### config.mk
export PLATFORM = sky130hd
export DESIGN_NAME = prescaled_down_counter_timer_unit
export DESIGN_NICKNAME = d
export VERILOG_FILES = /design/src/rtl/pdt_pkg.sv /design/src/rtl/pdt_core.sv /design/src/rtl/pdt_out_reg.sv /design/src/rtl/prescaled_down_counter_timer_unit.sv
export SDC_FILE = /design/constraint.sdc
export NUM_CORES = 1
export LEC_CHECK = 0
export BUFFER_PORTS_ARGS = -buffer_cell sky130_fd_sc_hd__buf_2
export CORE_MARGIN = 1.5
export CORE_UTILIZATION = 53
export DETAILED_ROUTE_END_ITERATION = 10
export PLACE_DENSITY = 0.76
export SLEW_MARGIN = 40
export SYNTH_ARGS = -nofsm -noshare
export SYNTH_HDL_FRONTEND = slang
export SYNTH_HIERARCHICAL = 1
export SYNTH_SLANG_ARGS = --single-unit
### constraint.sdc
create_clock -name clock -period 2.7 [get_ports clock]
set_input_delay 0 -clock clock [delete_from_list [all_inputs] [get_ports clock]]
set_output_delay 0 -clock clock [all_outputs]
set_load 0.01 [all_outputs]
### src/rtl/pdt_pkg.sv
// Shared types, constants and register codes for the prescaled down counter timer.
package pdt_pkg;

   localparam int COUNTER_WIDTH = 32;

   localparam logic [1:0] KIND_TICK  = 2'd0;
   localparam logic [1:0] KIND_WRITE = 2'd1;
   localparam logic [1:0] KIND_READ  = 2'd2;

   localparam logic [2:0] REG_LOAD   = 3'd0;
   localparam logic [2:0] REG_VALUE  = 3'd1;
   localparam logic [2:0] REG_CTRL   = 3'd2;
   localparam logic [2:0] REG_INTCLR = 3'd3;
   localparam logic [2:0] REG_RIS    = 3'd4;
   localparam logic [2:0] REG_MIS    = 3'd5;
   localparam logic [2:0] REG_BGLOAD = 3'd6;

   localparam int CTL_ONESHOT_BIT  = 0;
   localparam int CTL_SIZE32_BIT   = 1;
   localparam int CTL_PRE_LSB      = 2;
   localparam int CTL_INTEN_BIT    = 5;
   localparam int CTL_PERIODIC_BIT = 6;
   localparam int CTL_ENABLE_BIT   = 7;

   localparam logic [7:0] CTL_STORED = 8'hEF;
   localparam logic [7:0] CTL_RESET  = 8'h20;

   localparam logic [1:0] PRE_DIV1  = 2'd0;
   localparam logic [1:0] PRE_DIV16 = 2'd1;

   typedef struct packed {
      logic [1:0]  kind;
      logic [2:0]  reg_index;
      logic [31:0] write_data;
   } req_type;

   typedef struct packed {
      logic [31:0] read_data;
      logic        irq;
   } rsp_type;

endpackage

### src/rtl/pdt_core.sv
// Timer state registers, prescaler, counter step and register access decode.
module pdt_core (
   input  logic             clock,
   input  logic             reset,
   input  logic             accept,
   input  pdt_pkg::req_type req,
   output pdt_pkg::rsp_type rsp
);

   localparam int CW = pdt_pkg::COUNTER_WIDTH;

   logic [CW-1:0] reload_ff, reload_in;
   logic [CW-1:0] count_ff, count_in;
   logic [7:0]    ctl_ff, ctl_in;
   logic          raw_ff, raw_in;
   logic [7:0]    pre_ff, pre_in;

   logic [CW-1:0] mask;
   logic [CW-1:0] c_cur;
   logic [CW-1:0] c_dec;
   logic [CW-1:0] c_wrap;
   logic [8:0]    pre_sum;
   logic [8:0]    period;
   logic [31:0]   rd;

   assign mask    = ctl_ff[pdt_pkg::CTL_SIZE32_BIT] ? '1 : CW'(16'hFFFF);
   assign c_cur   = count_ff & mask;
   assign c_dec   = (c_cur - CW'(1)) & mask;
   assign c_wrap  = ctl_ff[pdt_pkg::CTL_PERIODIC_BIT] ? (reload_ff & mask) : mask;
   assign pre_sum = {1'b0, pre_ff} + 9'd1;

   always_comb begin
      case (ctl_ff[pdt_pkg::CTL_PRE_LSB +: 2])
         pdt_pkg::PRE_DIV1:  period = 9'd1;
         pdt_pkg::PRE_DIV16: period = 9'd16;
         default:            period = 9'd256;
      endcase
   end

   always_comb begin
      reload_in = reload_ff;
      count_in  = count_ff;
      ctl_in    = ctl_ff;
      raw_in    = raw_ff;
      pre_in    = pre_ff;
      case (req.kind)
         pdt_pkg::KIND_TICK: begin
            if (ctl_ff[pdt_pkg::CTL_ENABLE_BIT]) begin
               if (pre_sum >= period) begin
                  pre_in = 8'd0;
                  if (c_cur != '0) begin
                     count_in = c_dec;
                     if (c_dec == '0) begin
                        raw_in = 1'b1;
                        if (ctl_ff[pdt_pkg::CTL_ONESHOT_BIT])
                           ctl_in[pdt_pkg::CTL_ENABLE_BIT] = 1'b0;
                     end
                  end else if (ctl_ff[pdt_pkg::CTL_ONESHOT_BIT]) begin
                     count_in = c_cur;
                     raw_in   = 1'b1;
                     ctl_in[pdt_pkg::CTL_ENABLE_BIT] = 1'b0;
                  end else begin
                     count_in = c_wrap;
                     if (c_wrap == '0)
                        raw_in = 1'b1;
                  end
               end else begin
                  pre_in = pre_sum[7:0];
               end
            end
         end
         pdt_pkg::KIND_WRITE: begin
            case (req.reg_index)
               pdt_pkg::REG_LOAD: begin
                  reload_in = req.write_data[CW-1:0];
                  count_in  = req.write_data[CW-1:0];
               end
               pdt_pkg::REG_CTRL:   ctl_in    = req.write_data[7:0] & pdt_pkg::CTL_STORED;
               pdt_pkg::REG_INTCLR: raw_in    = 1'b0;
               pdt_pkg::REG_BGLOAD: reload_in = req.write_data[CW-1:0];
               default: ;
            endcase
         end
         default: ;
      endcase
   end

   always_comb begin
      rd = 32'd0;
      if (req.kind == pdt_pkg::KIND_READ) begin
         case (req.reg_index)
            pdt_pkg::REG_LOAD:   rd = 32'(reload_ff);
            pdt_pkg::REG_VALUE:  rd = 32'(count_ff);
            pdt_pkg::REG_CTRL:   rd = {24'd0, ctl_ff};
            pdt_pkg::REG_RIS:    rd = {31'd0, raw_ff};
            pdt_pkg::REG_MIS:    rd = {31'd0, raw_ff & ctl_ff[pdt_pkg::CTL_INTEN_BIT]};
            pdt_pkg::REG_BGLOAD: rd = 32'(reload_ff);
            default:             rd = 32'd0;
         endcase
      end
   end

   assign rsp.read_data = rd;
   assign rsp.irq       = raw_in & ctl_in[pdt_pkg::CTL_INTEN_BIT];

   always_ff @(posedge clock) begin
      if (reset) begin
         reload_ff <= '0;
         count_ff  <= '1;
         ctl_ff    <= pdt_pkg::CTL_RESET;
         raw_ff    <= 1'b0;
         pre_ff    <= 8'd0;
      end else if (accept) begin
         reload_ff <= reload_in;
         count_ff  <= count_in;
         ctl_ff    <= ctl_in;
         raw_ff    <= raw_in;
         pre_ff    <= pre_in;
      end
   end

endmodule

### src/rtl/pdt_out_reg.sv
// Result register with valid/ready handshake toward the response channel.
module pdt_out_reg (
   input  logic             clock,
   input  logic             reset,
   input  logic             accept,
   input  pdt_pkg::rsp_type rsp_next,
   output logic             in_ready,
   output logic             rsp_valid,
   input  logic             rsp_ready,
   output pdt_pkg::rsp_type rsp_payload
);

   logic             valid_ff, valid_in;
   pdt_pkg::rsp_type data_ff;

   assign in_ready = !valid_ff || rsp_ready;

   always_comb begin
      valid_in = valid_ff;
      if (accept)
         valid_in = 1'b1;
      else if (rsp_ready)
         valid_in = 1'b0;
   end

   always_ff @(posedge clock) begin
      if (reset)
         valid_ff <= 1'b0;
      else
         valid_ff <= valid_in;
   end

   always_ff @(posedge clock) begin
      if (accept)
         data_ff <= rsp_next;
   end

   assign rsp_valid   = valid_ff;
   assign rsp_payload = data_ff;

endmodule

### src/rtl/prescaled_down_counter_timer_unit.sv
// Top level of the prescaled down counter timer: one timer of a dual-timer pair.
//
// req channel: each transfer is a prescaled timer tick, a register write or a
// register read (kind, reg_index, write_data). rsp channel: one transfer per
// request, carrying read_data (zero unless a read) and irq, the masked
// interrupt after the request has taken effect.
// The timer state updates at the req transfer and the result sits in the
// output register from the next cycle. The unit takes one request per cycle
// while req_ready is high, as the counter/prescaler step is combinational.
// req_ready stays high while the output register is empty or being drained,
// so a stalled receiver holds one result and backpressures req after that.
// Reset (synchronous): load 0, counter all ones, control 0x20 (interrupt
// enabled, timer stopped), raw interrupt and prescaler cleared, no result
// pending.
module prescaled_down_counter_timer_unit (
   input  logic             clock,
   input  logic             reset,
   input  logic             req_valid,
   output logic             req_ready,
   input  pdt_pkg::req_type req_payload,
   output logic             rsp_valid,
   input  logic             rsp_ready,
   output pdt_pkg::rsp_type rsp_payload
);

   logic             accept;
   pdt_pkg::rsp_type rsp_next;

   assign accept = req_valid && req_ready;

   pdt_core u_core (
      .clock  (clock),
      .reset  (reset),
      .accept (accept),
      .req    (req_payload),
      .rsp    (rsp_next)
   );

   pdt_out_reg u_out (
      .clock       (clock),
      .reset       (reset),
      .accept      (accept),
      .rsp_next    (rsp_next),
      .in_ready    (req_ready),
      .rsp_valid   (rsp_valid),
      .rsp_ready   (rsp_ready),
      .rsp_payload (rsp_payload)
   );

endmodule
* Word-level counts from Yosys, hierarchy flattened
Index checks and enable logic that the tools add are counted.
** Operators by class
- Add/subtract/negate cells :: 2
- Order comparisons :: 1
- Eq/ne operators :: 13
- Mux-type cells :: 29
- Bitwise logic cells :: 5
- Reductions and logical operators :: 17
** Operator list (count)
- 32-bit two-way mux :: 7
- 32-bit case mux with 5 select lines :: 1
- 32-bit AND :: 3
- 32-bit logical NOT :: 2
- 32-bit case mux with 2 select lines :: 1
- 32-bit nonzero test :: 1
- 32-bit by 1-bit subtractor with 32-bit output, second input constant :: 1
- 9-bit case mux with 2 select lines :: 1
- 8-bit two-way mux :: 2
- 1-bit two-way mux :: 14
- 3-bit AND reduction :: 4
- 8-bit by 1-bit adder with 9-bit output, second input constant :: 1
- 3-bit == test, second input constant :: 3
- 9-bit >= comparator :: 1
- 2-bit by 1-bit inequality test with 1-bit output, second input constant :: 4
- 3-bit by 2-bit == test with 1-bit output, second input constant :: 2
- 6-bit two-way mux :: 1
- 5-bit AND reduction :: 1
- 2-bit by 1-bit == test with 1-bit output, second input constant :: 2
- 2-bit logical NOT :: 2
- 1-bit case mux with 2 select lines :: 2
- 2-bit nonzero test :: 2
- 3-bit by 1-bit == test with 1-bit output, second input constant :: 1
- 3-bit logical NOT :: 1
- 6 further kinds :: 7
** Word-level totals
- Bits in registers :: 114
- Bits of input ports :: 41
- Output and inout port bits :: 35

* Logic depth before layout (Yosys ltp)
- Depth in word-level cells :: 11
- Gate-level depth with buffers :: 12
- Gate-level depth less buffers :: 11

* Modules after synthesis
Netlist, hierarchy kept.
** By module, submodules not included
- pdt_core :: instances 1, cells an instance 790, area each 5545.3 µm², seq. area each 1601.5 µm²
- pdt_out_reg :: instances 1, cells an instance 37, area each 1037.2 µm², seq. area each 1011.0 µm²
- prescaled_down_counter_timer_unit :: instances 1, cells an instance 1, area each 6.3 µm², seq. area each 0.0 µm²

* Least setup slack after synthesis
OpenSTA, ideal clock, no wires.
- Path kind :: register to register
- Start point :: register u_out.valid_ff, in the netlist u_out/rsp_valid
- End point :: register u_core.pre_ff[3]
- Setup time :: 0.070 ns
- Data arrival time :: 2.922 ns
- Data required time :: 2.630 ns
- Path slack :: -0.292 ns
- Cell stages (with the launch flop) :: 9
- Path through :: dfxtp_1 > nand2b_4 > and2_1 > inv_1 > nor2_1 > nand2_1 > or2_2 > or4b_2 > a21oi_1
** Between the ends
- Longest elaborated chain between the ends :: 4
** RTL lines
- start: declaration :: line pdt_out_reg.sv:13 : logic valid_ff, valid_in;
- start signal: assignment :: line pdt_out_reg.sv:30 : valid_ff <= valid_in;
- 1-bit logical NOT :: line pdt_out_reg.sv:16 : assign in_ready = !valid_ff || rsp_ready;
- 1-bit logical OR :: line pdt_out_reg.sv:16
- net req_ready :: line prescaled_down_counter_timer_unit.sv:19 : output logic req_ready,
- 1-bit logical AND :: line prescaled_down_counter_timer_unit.sv:29 : assign accept = req_valid && req_ready;
- net accept :: line prescaled_down_counter_timer_unit.sv:26 : logic accept;
- 3-bit AND reduction (no line)
- end signal: assignment :: line pdt_core.sv:118 : pre_ff <= pre_in;
- end: declaration :: line pdt_core.sv:16 : logic [7:0] pre_ff, pre_in;
The timed path passes the listed nets, and every way through them passes these cells.
A chain may end at the register's enable or synchronous reset.

* Worst setup path after layout
- Start point :: register u_core.count_ff[24]
- End point :: register u_core.count_ff[26]
** Between the ends
- Longest elaborated chain between the ends :: 7
** RTL lines
- start: declaration :: line pdt_core.sv:13 : logic [CW-1:0] count_ff, count_in;
- start signal: assignment :: line pdt_core.sv:115 : count_ff <= count_in;
- 32-bit AND (*) :: line pdt_core.sv:27 : assign c_cur = count_ff & mask;
- 32-bit by 1-bit subtractor with 32-bit output :: line pdt_core.sv:28 : assign c_dec = (c_cur - CW'(1)) & mask;
- 32-bit AND :: line pdt_core.sv:28
- 32-bit two-way mux (*) :: line pdt_core.sv:51 : if (c_cur != '0) begin
- 32-bit two-way mux (*) :: line pdt_core.sv:49 : if (pre_sum >= period) begin
- 32-bit two-way mux (*) :: line pdt_core.sv:48 : if (ctl_ff[pdt_pkg::CTL_ENABLE_BIT]) begin
- 32-bit case mux with 2 select lines (*) :: line pdt_core.sv:46 : case (req.kind)
Mark *: on every way between the ends. The rest lies on a longest branch, timed or not. The select of a mux whose other input is x is not followed.

==> out/qor.txt <==
drt via density: 6.14
Tot GR Track Use: 0.362
top cell type by total area after synthesis: dfxtp_1
crit path launch type: flip-flop
diode count: 0
Power, Total: 0.00475 W
Syn Inst Count: 828
CTS Buf Count: 17
Die H: 114 um
final core utilization: 0.748
Hold Path Class: primary input to flip-flop
crit path time final: 2930 ps
Post-synth EDFFs: 33
skew final: 8.10 ps
YS warnings: 6
Slew @ Worst Pin: 889 ps
vias in the first global route: 6857
CP Max Fanout: 13
FF+latch count, synth: 114
Critical Path Start: u_core/count_ff[24]$_SDFFE_PP1P_
share of layout cells above drive strength 1: 0.248
Starting Density: 0.546
Distinct cells, synth: 56
WL final: 23.3 mm
DP Wirelength: 15.7 mm
Netlist Area Pre-Place: 6590 um2
sequential share of power: 0.384
area of placed instances: 7660 um2
die width: 114 um
Leak: 3.35 nW
DR WL/cell: 19.8 um
Final Max Tran Viols: 0
CTS H-tree lvls: 4
clock insertion delay at the later pin of the skew report: 420 ps
hold path start: req_payload[33]
Req. time, crit path: 3030 ps
fillcell total: 897
r2r startpoint: u_core/count_ff[24]$_SDFFE_PP1P_
type of destination of the critical path: flip-flop
global route overflow: 0
ys flop type: dfxtp_1
routability congestion estimate: 0.979
fin cells: 1174
core outline area: 12100 um2
final net count: 1041
Finish-stage setup viols: 18
WS Path Type: flip-flop to flip-flop
register area: 2610 um2
Worst Path Arrival: 3270 ps
initial antenna violation count: 0
first-pass GRT wire length: 36.1 mm
IO buf count: 75
sw frac: 0.215
clock share of power: 0.536
clock-pin slew on the worst setup and hold paths: 50 ps
fin area: 9020 um2
via count: 7211
drt first pass iters: 6
CTS tree: built
P_sw: 0.00102 W
Final Hold Slack: 35.2 ps
Pint: 0.00373 W
Hold Fails Final Rpt: 0
Final WS setup: -233 ps
failing checks: negative setup slack
top post-synthesis cells by area: dfxtp_1 25%, edfxtp_1 15%, nand2_1 7.1%
max cap viols: 0
Mapped Nets: 876
combinational power share: 0.080
sequential element share of the synthesized area: 0.397
status: finished, violations left
peak supply drop: 0.423 mV
area grow syn2layout: 37.0%
Mean Syn Cell Area: 7.96 um2
RSZ-0062 raised after global routing: true
P per Cell Area: 526 nW/um2
synth cell count leaders: 124 x nand2_1, 86 x nor2_1, 81 x dfxtp_1
period utilisation layout: 1.09
Post-Place Cells: 1092
largest net degree at the start of global routing: 36
row cnt: 40
clk sinks: 114
CTS root buf: clkbuf_16
DR DRC count: 0
top cell type's share of synthesized area: 0.246
most numerous cell in the Yosys netlist: nand2_1
Max Fclk: 0.341 GHz
area of the multi-input gates: 3800 um2
Max clock buf depth: 2
initial DRC count: 884
io pins: 76
ANT nets after route: 0
Max transition margin: 0.407
Synth async-reset ratio: 0
Die Area: 13100 um2
-- final timing paths --
check                                                   endpoint  slack [ps]  cells past startpoint
worst max-delay path            u_core/count_ff[26]$_SDFFE_PP1P_        -230                      8
worst min-delay path                  u_core/raw_ff$_SDFFE_PP0P_          40                      4
worst max register to register  u_core/count_ff[26]$_SDFFE_PP1P_        -230                      8
worst min register to register  u_core/reload_ff[5]$_SDFFE_PP0P_         500                      2
-- worst max-delay path: stages, from the launching register on --
cell       delay (ps)
dfxtp_1           320
or4_4             510
or4_4             470
o41ai_4           290
nand4_1           200
buf_4             250
a2111oi_0         490
a211oi_1          130
o211ai_1          180
-- registers in the layout, indices dropped and copies added, names as in the netlist --
signal             cells
u_out/rsp_valid        1
u_core/ctl_ff          7
u_core/raw_ff          1
u_out/rsp_payload     33
u_core/count_ff       32
u_core/pre_ff          8
u_core/reload_ff      32
-- routing by layer --
metal,GRT usage,share of wire
met1,0.479,0.40
met2,0.564,0.46
met3,0.0873,0.11
met4,0.155,0.033
met5,0,0
-- cell usage in the layout, fill, tap and decap left out, drive strengths merged, types with 20 or more instances in the layout --
cell	synthesis	layout
nor2	86	86
nand2	124	124
o21ai	38	38
buf	11	174
o211ai	26	26
inv	25	25
edfxtp	33	33
a22oi	34	34
nor3	26	26
dfxtp	81	81
clkbuf	62	22
dlygate4sd3	0	45
a21oi	73	73
xnor2	20	20
-- layout make-up --
class / instances / share of cell area
Sequential cell: 114 / 0.290
Inverter: 25 / 0.0104
Tap cell: 168 / 0.0233
Clock buffer: 22 / 0.0514
Timing Repair Buffer: 219 / 0.182
Clock inverter: 10 / 0.0227
Multi-Input combinational cell: 616 / 0.421
-- cell families (layout without fill, tap and decap cells) --
logic type      Yosys count  after routing  share of synthesized area
mux                       9              9                     0.0139
flops                   114            114                      0.397
buf+inv                  98            276                     0.0592
simple gates            337            337                      0.242
fa+ha+maj                 7              7                     0.0133
xor+xnor                 38             38                     0.0505
compound gates          225            225                      0.225
-- stage by stage --
stage / setup TNS [ps] / setup slack (ps)
6_report: -825 / -233
5_1_grt: -2520 / -337
4_1_cts: -1.39 / -1.39
3_5_place_dp: -165 / -87.4
3_3_place_gp: -43.3 / -32.2
2_1_floorplan: -8.38 / -8.38
-- power by group through the flow --
stage,clock (W),sequential (W),combinational [W]
detailed placement,0,0.00186,0.000314
global route,0.00264,0.00183,0.000404
floorplan,0,0.00187,0.000155
CTS,0.00256,0.00182,0.000359
finish,0.00254,0.00182,0.000379
global placement,0,0.00186,0.000308
-- repair_timing --
| action | in CTS | in global routing |
|---|---|---|
| setup endpoints to repair | 10 | 41 |
| pin swaps | 4 | 3 |
| gates cloned | 0 | 2 |
| gates resized for setup | 17 | 43 |
| endpoints found under the hold margin | 71 | 0 |
| hold buffers | 45 | 0 |
| buffers inserted | 2 | 1 |
Power figures use the tool's default switching activity.
